==> config.mk <==
export PLATFORM = sky130hd
export DESIGN_NAME = matrix_multiply_engine_top
export DESIGN_NICKNAME = d
export VERILOG_FILES = /design/src/mme_pkg.sv /design/src/matrix_multiply_engine_top.sv /design/src/mme_ctrl.sv /design/src/mme_datapath.sv
export SDC_FILE = /design/constraint.sdc
export NUM_CORES = 2
export LEC_CHECK = 0
export ABC_CLOCK_PERIOD_IN_PS = 10700
export BUFFER_PORTS_ARGS = -buffer_cell sky130_fd_sc_hd__clkbuf_2
export CORE_AREA = 2 2 469 471
export CTS_CLUSTER_SIZE = 20
export DETAILED_ROUTE_END_ITERATION = 12
export DIE_AREA = 0 0 471 473
export GPL_TIMING_DRIVEN = 0
export PLACE_DENSITY = 0.65
export SYNTH_ARGS = -nofsm -noshare
export SYNTH_HDL_FRONTEND = slang
export SYNTH_SLANG_ARGS = --single-unit
export TNS_END_PERCENT = 10
==> constraint.sdc <==
create_clock -name aclk -period 10.7 [get_ports aclk]
set_input_delay 1.07 -clock aclk [delete_from_list [all_inputs] [get_ports aclk]]
set_output_delay 1.07 -clock aclk [all_outputs]
set_load 0.03 [all_outputs]
==> src/mme_pkg.sv <==
// ----------------------------------------------------------------------------
// mme_pkg
// Shared constants, codes and control/status types for the matrix multiply
// engine.
// ----------------------------------------------------------------------------
package mme_pkg;

    // Matrix geometry
    localparam int MAX_DIM = 8;
    localparam int IDX_W   = (MAX_DIM > 1) ? $clog2(MAX_DIM) : 1;
    localparam int DIM_W   = 4;
    localparam int ADDR_W  = 2 * IDX_W;
    localparam int DEPTH   = 2 ** ADDR_W;

    // Arithmetic widths
    localparam int ELEM_W  = 16;
    localparam int PROD_W  = 2 * ELEM_W;
    localparam int ACC_W   = 35;

    // Request opcodes
    localparam int OPC_W = 2;
    localparam logic [OPC_W-1:0] OP_WRITE_A = 2'd0;
    localparam logic [OPC_W-1:0] OP_WRITE_B = 2'd1;
    localparam logic [OPC_W-1:0] OP_COMPUTE = 2'd2;

    // Configuration register indexes
    localparam int CFG_IDX_W = 2;
    localparam logic [CFG_IDX_W-1:0] CFG_ROWS_M  = 2'd0;
    localparam logic [CFG_IDX_W-1:0] CFG_INNER_K = 2'd1;
    localparam logic [CFG_IDX_W-1:0] CFG_COLS_N  = 2'd2;
    localparam logic [DIM_W-1:0]     DIM_RESET   = DIM_W'(MAX_DIM);

    // Controller to datapath commands
    typedef struct packed {
        logic             wr_a;      // store A element from input request
        logic             wr_b;      // store B element from input request
        logic             rd_en;     // read one A/B pair
        logic [IDX_W-1:0] row;       // current result row
        logic [IDX_W-1:0] col;       // current result column
        logic [IDX_W-1:0] step;      // current summation index
        logic             acc_clear; // start a new dot product
        logic             out_load;  // move accumulator to output register
        logic             out_last;  // final element of the matrix
    } cmd_t;

    // Datapath to controller status
    typedef struct packed {
        logic out_free; // output register can take a new result
    } sts_t;

endpackage

==> src/matrix_multiply_engine_top.sv <==
// ----------------------------------------------------------------------------
// matrix_multiply_engine_top
// General matrix multiply C = A * B over signed Q8.8 elements, results in
// exact signed Q19.16.
// ----------------------------------------------------------------------------
// Load requests (opcode 0 for A, 1 for B) are taken one per cycle while the
// engine is idle. A compute request emits every element of C in row-major
// order with m_out_last on the final one. For each result the engine reads
// its K A/B pairs from the single read port of each element store, drains
// the multiply/accumulate pipeline and then moves the sum into the output
// register, waiting there while the result side stalls. The next request
// is accepted once the final result has entered the output register.
module matrix_multiply_engine_top (
    input  logic                               aclk,
    input  logic                               aresetn,
    // Configuration
    input  logic                               cfg_we,
    input  logic [mme_pkg::CFG_IDX_W-1:0]      cfg_index,
    input  logic [mme_pkg::DIM_W-1:0]          cfg_data,
    // Request channel
    input  logic                               s_valid,
    output logic                               s_ready,
    input  logic [mme_pkg::OPC_W-1:0]          s_opcode,
    input  logic [mme_pkg::IDX_W-1:0]          s_row_index,
    input  logic [mme_pkg::IDX_W-1:0]          s_col_index,
    input  logic signed [mme_pkg::ELEM_W-1:0]  s_element_value,
    // Result channel
    output logic                               m_valid,
    input  logic                               m_ready,
    output logic [mme_pkg::IDX_W-1:0]          m_out_row,
    output logic [mme_pkg::IDX_W-1:0]          m_out_col,
    output logic signed [mme_pkg::ACC_W-1:0]   m_out_value,
    output logic                               m_out_last
);
    import mme_pkg::*;

    cmd_t cmd;
    sts_t sts;

    // Sequencer and configuration
    mme_ctrl u_ctrl (
        .aclk      (aclk),
        .aresetn   (aresetn),
        .cfg_we    (cfg_we),
        .cfg_index (cfg_index),
        .cfg_data  (cfg_data),
        .s_valid   (s_valid),
        .s_ready   (s_ready),
        .s_opcode  (s_opcode),
        .sts       (sts),
        .cmd       (cmd)
    );

    // Stores, MAC and output register
    mme_datapath u_datapath (
        .aclk            (aclk),
        .aresetn         (aresetn),
        .cmd             (cmd),
        .sts             (sts),
        .s_row_index     (s_row_index),
        .s_col_index     (s_col_index),
        .s_element_value (s_element_value),
        .m_valid         (m_valid),
        .m_ready         (m_ready),
        .m_out_row       (m_out_row),
        .m_out_col       (m_out_col),
        .m_out_value     (m_out_value),
        .m_out_last      (m_out_last)
    );

endmodule

==> src/mme_ctrl.sv <==
// ----------------------------------------------------------------------------
// mme_ctrl
// Controller: configuration registers, request decode and the sequencer
// that walks rows, columns and the summation index of a compute request.
// ----------------------------------------------------------------------------
module mme_ctrl (
    input  logic                           aclk,
    input  logic                           aresetn,
    input  logic                           cfg_we,
    input  logic [mme_pkg::CFG_IDX_W-1:0]  cfg_index,
    input  logic [mme_pkg::DIM_W-1:0]      cfg_data,
    input  logic                           s_valid,
    output logic                           s_ready,
    input  logic [mme_pkg::OPC_W-1:0]      s_opcode,
    input  mme_pkg::sts_t                  sts,
    output mme_pkg::cmd_t                  cmd
);
    import mme_pkg::*;

    localparam logic [2:0] ST_IDLE   = 3'd0;
    localparam logic [2:0] ST_READ   = 3'd1;
    localparam logic [2:0] ST_DRAIN1 = 3'd2;
    localparam logic [2:0] ST_DRAIN2 = 3'd3;
    localparam logic [2:0] ST_OUT    = 3'd4;

    logic [2:0]       state_reg, state_next;
    logic [IDX_W-1:0] row_reg, row_next;
    logic [IDX_W-1:0] col_reg, col_next;
    logic [IDX_W-1:0] step_reg, step_next;
    logic [DIM_W-1:0] rows_m_reg, inner_k_reg, cols_n_reg;

    logic [DIM_W-1:0] dim_m, dim_k, dim_n;
    logic [IDX_W-1:0] last_row, last_col, last_step;
    logic             accept, is_last, row_end;
    logic [2:0]       first_state;

    // Configuration registers
    always_ff @(posedge aclk) begin
        if (!aresetn) begin
            rows_m_reg  <= DIM_RESET;
            inner_k_reg <= DIM_RESET;
            cols_n_reg  <= DIM_RESET;
        end else if (cfg_we) begin
            case (cfg_index)
                CFG_ROWS_M:  rows_m_reg  <= cfg_data;
                CFG_INNER_K: inner_k_reg <= cfg_data;
                CFG_COLS_N:  cols_n_reg  <= cfg_data;
                default:     ;
            endcase
        end
    end

    // Dimensions above the store size are taken as the store size
    assign dim_m = (rows_m_reg  > DIM_RESET) ? DIM_RESET : rows_m_reg;
    assign dim_k = (inner_k_reg > DIM_RESET) ? DIM_RESET : inner_k_reg;
    assign dim_n = (cols_n_reg  > DIM_RESET) ? DIM_RESET : cols_n_reg;

    // Last index values; only used when the dimension is nonzero
    assign last_row  = IDX_W'(dim_m - DIM_W'(1));
    assign last_col  = IDX_W'(dim_n - DIM_W'(1));
    assign last_step = IDX_W'(dim_k - DIM_W'(1));

    assign s_ready     = (state_reg == ST_IDLE);
    assign accept      = s_valid && s_ready;
    assign row_end     = (col_reg == last_col);
    assign is_last     = (row_reg == last_row) && row_end;
    // An empty summation skips the read phase
    assign first_state = (dim_k == '0) ? ST_DRAIN1 : ST_READ;

    // Sequencer
    always_comb begin
        state_next    = state_reg;
        row_next      = row_reg;
        col_next      = col_reg;
        step_next     = step_reg;
        cmd           = '0;
        cmd.row       = row_reg;
        cmd.col       = col_reg;
        cmd.step      = step_reg;
        cmd.out_last  = is_last;

        case (state_reg)
            ST_IDLE: begin
                cmd.wr_a = accept && (s_opcode == OP_WRITE_A);
                cmd.wr_b = accept && (s_opcode == OP_WRITE_B);
                if (accept && (s_opcode == OP_COMPUTE) &&
                    (dim_m != '0) && (dim_n != '0)) begin
                    row_next      = '0;
                    col_next      = '0;
                    step_next     = '0;
                    cmd.acc_clear = 1'b1;
                    state_next    = first_state;
                end
            end
            ST_READ: begin
                cmd.rd_en = 1'b1;
                if (step_reg == last_step) begin
                    step_next  = '0;
                    state_next = ST_DRAIN1;
                end else begin
                    step_next = step_reg + IDX_W'(1);
                end
            end
            ST_DRAIN1: state_next = ST_DRAIN2;
            ST_DRAIN2: state_next = ST_OUT;
            ST_OUT: begin
                if (sts.out_free) begin
                    cmd.out_load = 1'b1;
                    if (is_last) begin
                        state_next = ST_IDLE;
                    end else begin
                        cmd.acc_clear = 1'b1;
                        state_next    = first_state;
                        if (row_end) begin
                            col_next = '0;
                            row_next = row_reg + IDX_W'(1);
                        end else begin
                            col_next = col_reg + IDX_W'(1);
                        end
                    end
                end
            end
            default: state_next = ST_IDLE;
        endcase
    end

    always_ff @(posedge aclk) begin
        if (!aresetn) begin
            state_reg <= ST_IDLE;
            row_reg   <= '0;
            col_reg   <= '0;
            step_reg  <= '0;
        end else begin
            state_reg <= state_next;
            row_reg   <= row_next;
            col_reg   <= col_next;
            step_reg  <= step_next;
        end
    end

endmodule

==> src/mme_datapath.sv <==
// ----------------------------------------------------------------------------
// mme_datapath
// Element stores for A and B, multiply-accumulate pipeline and the result
// output register.
// ----------------------------------------------------------------------------
module mme_datapath (
    input  logic                               aclk,
    input  logic                               aresetn,
    input  mme_pkg::cmd_t                      cmd,
    output mme_pkg::sts_t                      sts,
    input  logic [mme_pkg::IDX_W-1:0]          s_row_index,
    input  logic [mme_pkg::IDX_W-1:0]          s_col_index,
    input  logic signed [mme_pkg::ELEM_W-1:0]  s_element_value,
    output logic                               m_valid,
    input  logic                               m_ready,
    output logic [mme_pkg::IDX_W-1:0]          m_out_row,
    output logic [mme_pkg::IDX_W-1:0]          m_out_col,
    output logic signed [mme_pkg::ACC_W-1:0]   m_out_value,
    output logic                               m_out_last
);
    import mme_pkg::*;

    logic [ELEM_W-1:0] mem_a [DEPTH];
    logic [ELEM_W-1:0] mem_b [DEPTH];

    logic [ADDR_W-1:0]        wr_addr, rd_addr_a, rd_addr_b;
    logic                     wr_in_range;
    logic [ELEM_W-1:0]        a_data_reg, b_data_reg;
    logic                     rd_valid_reg;
    logic signed [PROD_W-1:0] prod_reg;
    logic                     prod_valid_reg;
    logic signed [ACC_W-1:0]  acc_reg;
    logic                     m_valid_reg;
    logic [IDX_W-1:0]         m_row_reg, m_col_reg;
    logic signed [ACC_W-1:0]  m_value_reg;
    logic                     m_last_reg;

    // Store addresses: A by (row, step), B by (step, col)
    assign wr_addr     = {s_row_index, s_col_index};
    assign rd_addr_a   = {cmd.row, cmd.step};
    assign rd_addr_b   = {cmd.step, cmd.col};
    assign wr_in_range = ({1'b0, s_row_index} < (IDX_W+1)'(MAX_DIM)) &&
                         ({1'b0, s_col_index} < (IDX_W+1)'(MAX_DIM));

    // A store
    always_ff @(posedge aclk) begin
        if (cmd.wr_a && wr_in_range) begin
            mem_a[wr_addr] <= s_element_value;
        end
        if (cmd.rd_en) begin
            a_data_reg <= mem_a[rd_addr_a];
        end
    end

    // B store
    always_ff @(posedge aclk) begin
        if (cmd.wr_b && wr_in_range) begin
            mem_b[wr_addr] <= s_element_value;
        end
        if (cmd.rd_en) begin
            b_data_reg <= mem_b[rd_addr_b];
        end
    end

    // Multiply stage
    always_ff @(posedge aclk) begin
        if (rd_valid_reg) begin
            prod_reg <= $signed(a_data_reg) * $signed(b_data_reg);
        end
    end

    // Accumulate stage, exact in ACC_W bits
    always_ff @(posedge aclk) begin
        if (cmd.acc_clear) begin
            acc_reg <= '0;
        end else if (prod_valid_reg) begin
            acc_reg <= acc_reg + ACC_W'(prod_reg);
        end
    end

    // Pipeline valid bits
    always_ff @(posedge aclk) begin
        if (!aresetn) begin
            rd_valid_reg   <= 1'b0;
            prod_valid_reg <= 1'b0;
        end else begin
            rd_valid_reg   <= cmd.rd_en;
            prod_valid_reg <= rd_valid_reg;
        end
    end

    // Output register
    assign sts.out_free = !m_valid_reg || m_ready;

    always_ff @(posedge aclk) begin
        if (!aresetn) begin
            m_valid_reg <= 1'b0;
        end else if (cmd.out_load) begin
            m_valid_reg <= 1'b1;
        end else if (m_ready) begin
            m_valid_reg <= 1'b0;
        end
    end

    always_ff @(posedge aclk) begin
        if (cmd.out_load) begin
            m_row_reg   <= cmd.row;
            m_col_reg   <= cmd.col;
            m_value_reg <= acc_reg;
            m_last_reg  <= cmd.out_last;
        end
    end

    assign m_valid     = m_valid_reg;
    assign m_out_row   = m_row_reg;
    assign m_out_col   = m_col_reg;
    assign m_out_value = m_value_reg;
    assign m_out_last  = m_last_reg;

endmodule
==> summary.txt <==
Status
  – Status: complete, but fails checks
  – Failing checks: capacitance limit

Route
  – Detailed-routing iteration count for the pre-antenna-repair pass: 5
  – Number of antenna-violating nets in the routed design: 0
  – Total DRC errors in the routed layout: 0
  – Via Count: roughly 47000
  – Initial drt markers: 5624
  – Total Wirelength: roughly 230000 um
  – Via-to-Cell Ratio: 5.741
  – Average wire per standard cell: around 28 um

Final layout
  – Final cell area excluding filler cells: 108900 sq um
  – Filler cell count in the final layout: between 15000 and 20000
  – Number of non-filler instances in the completed layout: 8233
  – Registers with the most flip-flops: u_datapath.mem_a: 1024 flops, u_datapath.mem_b: 1024 flops
  – Ratio of cells with drive above 1 in the final layout: 0.2631
  – Nets: 5595
  – Layout area overhead: 14.05%

Yosys
  – Count of state elements after synthesis: 2216
  – Post-Syn Area per Cell: 20.02 sq um
  – Area fraction of the dominant cell type after synthesis: 0.6774
  – Gate Count Post-Synth: 4769
  – Top FF cell, synth: edfxtp_1
  – Async set-reset flop share out of synthesis: 0
  – Synthesized Nets: 5189
  – Syn Std Cell Area: 95480 sq um
  – Top post-synthesis cells by area: edfxtp_1, mux4_2, fa_1
  – Count of different cell masters after synthesis: 86
  – Number of warnings reported in the yosys synthesis log: 0
  – Post-synthesis cell type with the largest combined area: edfxtp_1
  – Post-synth EDFFs: 2154
  – Post-synthesis sequential area ratio: 0.6904

Clock network
  – Number of post-CTS setup repair buffers: 0
  – TritonCTS clock tree: yes
  – Clock buffers created by TritonCTS: 211
  – CTS H-tree depth: 4
  – Buffer cell driving the clock tree root: clkbuf_16
  – Clock latency at the later pin of the worst-skew pair: 870 ps
  – Max clock buf depth: 3
  – Number of buffers inserted by hold repair at cts: 0
  – Post-CTS resize count: 0
  – Number of sinks driven by the clock tree: 2216
  – Clock transition at path regs: roughly 60 ps

Timing
  – Transition time at the pin with the least slew margin: approximately 1500 ps
  – Part of the cycle the worst path needs: 0.6619
  – Final-layout setup total negative slack: 0 ps
  – Post-route worst setup slack: 3617 ps
  – Remaining max-slew budget at the tightest pin: 0.001803
  – Final clock skew: 37.37 ps
  – Tmin final: 7083 ps
  – Max-slew violation total from the final report: 0
  – RSZ-0062 raised after global routing: false
  – Hold Vio Cnt, Final: 0
  – Number of failing setup endpoints in the final timing report: 0
  – Highest achievable clock rate: 141.2 MHz

Worst setup path
  – Critical path arrival: 7760 ps
  – Kind of critical path: reg -> reg
  – Kind of launch point of the worst setup path: flop
  – Worst reg2reg path endpoint: u_datapath.prod_reg[30]
  – R2R Path Start: u_datapath.b_data_reg[3]
  – Minimum setup slack among reg-to-reg paths: 3620 ps
  – Sort of element at the end of the critical path: flop
  – Critical-path maximum fanout: 10
  – Crit path required time: 11370 ps
  – Depth of the most critical reg-to-reg path: 18

Floorplan
  – Number of core rows: 172
  – Die Wd: 471 um
  – Die Y-Extent: 473 um
  – Total Die Area: 222800 sq um
  – Placeable Area: about 220000 sq um
  – Number of placed I/O pins: 79
  – Initial Util: 0.4376

Placed design
  – Hpwl dp: 159800 um
  – Total instance count after detailed placement: just under 8000
  – Post-Place Setup Slack: 3647 ps
  – Port bufs: 72
  – Placer Congestion: around 0.9
  – Placed instance area: 102000 sq um

Min path
  – Critical hold path startpoint: s_element_value[2]
  – Class of the tightest hold or removal check: in -> reg
  – Worst hold stages: 1
  – Hold path endpoint: u_datapath.mem_a[7][2]

Global routing
  – Global-route usage over all layers: 0.2112
  – Largest net degree at the start of global routing: 129
  – Grt total ovfl: 0
  – Initial antenna violation count: 21
  – Number of global-route vias before repair: 48010
  – Global-route wire length before repair: ~340000 um

Run
  – Max Cap Violations: 2
-- cell usage after synthesis (4+ instances only) --
cell	count
a211oi_1	6
a21o_1	25
a21oi_1	62
a31oi_1	9
and2_1	118
and3_1	5
buf_1	23
buf_2	59
buf_4	4
buf_6	5
clkbuf_1	118
dfxtp_1	62
edfxtp_1	2154
fa_1	263
ha_1	122
inv_1	330
mux2i_1	32
mux4_2	672
nand2_1	186
nand2b_1	23
nand3_1	14
nand3b_1	8
nand4_1	5
nor2_1	207
nor2b_1	27
nor3_1	12
nor3b_1	6
o211ai_1	4
o21a_1	12
o21ai_0	34
o21ai_1	6
o21bai_1	9
xnor2_1	54
xor2_1	20
-- cell families (layout without fill, tap and decap cells) --
group / after synthesis / count (layout) / share of synthesized area
AO/OA/AOI/OAI: 208 / 208 / 0.01474
XOR/XNOR: 74 / 74 / 0.006788
adder cells (fa/ha/maj): 385 / 385 / 0.07113
buffers and inverters: 543 / 1130 / 0.02293
flip-flops: 2216 / 2216 / 0.6904
multiplexers: 705 / 705 / 0.1620
other: 0 / 6 / 0
AND/OR/NAND/NOR: 638 / 638 / 0.03203
-- cells in the final DEF (no fill, tap or decap), types with 61 or more instances in the layout --
cell,instances
nor2_2,128
edfxtp_1,2154
dfxtp_1,61
buf_8,96
and2_1,118
ha_1,122
inv_1,330
nor2_1,78
nand2_1,186
a21oi_1,62
clkbuf_16,217
mux4_2,672
clkbuf_1,155
fa_1,263
-- area by class of cell --
| class | count | area [sq um] | share of cell area |
|---|---|---|---|
| Antenna cell | 6 | 15.01 | 0.0001379 |
| Buffer | 213 | 950.9 | 0.008732 |
| Clock buffer | 258 | 5624 | 0.05165 |
| Sequential cell | 2216 | 65920 | 0.6054 |
| Clock inverter | 136 | 1301 | 0.01195 |
| Timing Repair Buffer | 193 | 2536 | 0.02329 |
| Inverter | 330 | 1239 | 0.01137 |
| Tap cell | 2871 | 3592 | 0.03299 |
| Multi-Input combinational cell | 2010 | 27720 | 0.2545 |
-- worst max-delay path by stage --
| stage | start | endpoint | slack, ps |
|---|---|---|---|
| 2_1_floorplan | u_datapath.b_data_reg[7] | u_datapath.prod_reg[29] | 4720 |
| 3_3_place_gp | u_datapath.b_data_reg[7] | u_datapath.prod_reg[29] | 3720 |
| 3_5_place_dp | u_datapath.a_data_reg[6] | u_datapath.prod_reg[29] | 3650 |
| 4_1_cts | u_datapath.a_data_reg[6] | u_datapath.prod_reg[29] | 3620 |
| 5_1_grt | u_datapath.a_data_reg[6] | u_datapath.prod_reg[29] | 3250 |
| 6_report | u_datapath.b_data_reg[3] | u_datapath.prod_reg[30] | 3620 |
-- stage by stage --
| stage | hold WS [ps] | util |
|---|---|---|
| floorplan | 402.9 | - |
| global placement | 461.4 | 0.4557 |
| detailed placement | 463.6 | 0.4672 |
| CTS | 411.3 | 0.4990 |
| global route | 441.7 | 0.4990 |
| finish | 475.0 | 0.4990 |
-- worst max-delay path, cell delays in order (launching register included) --
cell and delay, ps:
edfxtp_1 630, clkbuf_1 540, nand2_1 150, fa_1 490, fa_1 620, fa_1 460
fa_1 550, inv_1 50, fa_1 480, inv_1 50, fa_1 470, inv_1 40
ha_1 380, a41oi_1 280, o31ai_1 640, o221ai_2 290, o21ai_0 420, nor3b_1 90
a211oi_1 240
-- per-layer routing --
metal | share of wire | up-vias | track usage
met2 | 0.48 | 2084 | 0.3384
met4 | 0.033 | 6 | 0.07079
met3 | 0.081 | 398 | 0.03517
met5 | 0.00017 | - | 0
met1 | 0.40 | 25147 | 0.2962
li1 | - | 19632 | -
Power is not shown: default switching activity piles up to over one toggle a cycle in this logic, so the estimate is an artifact.
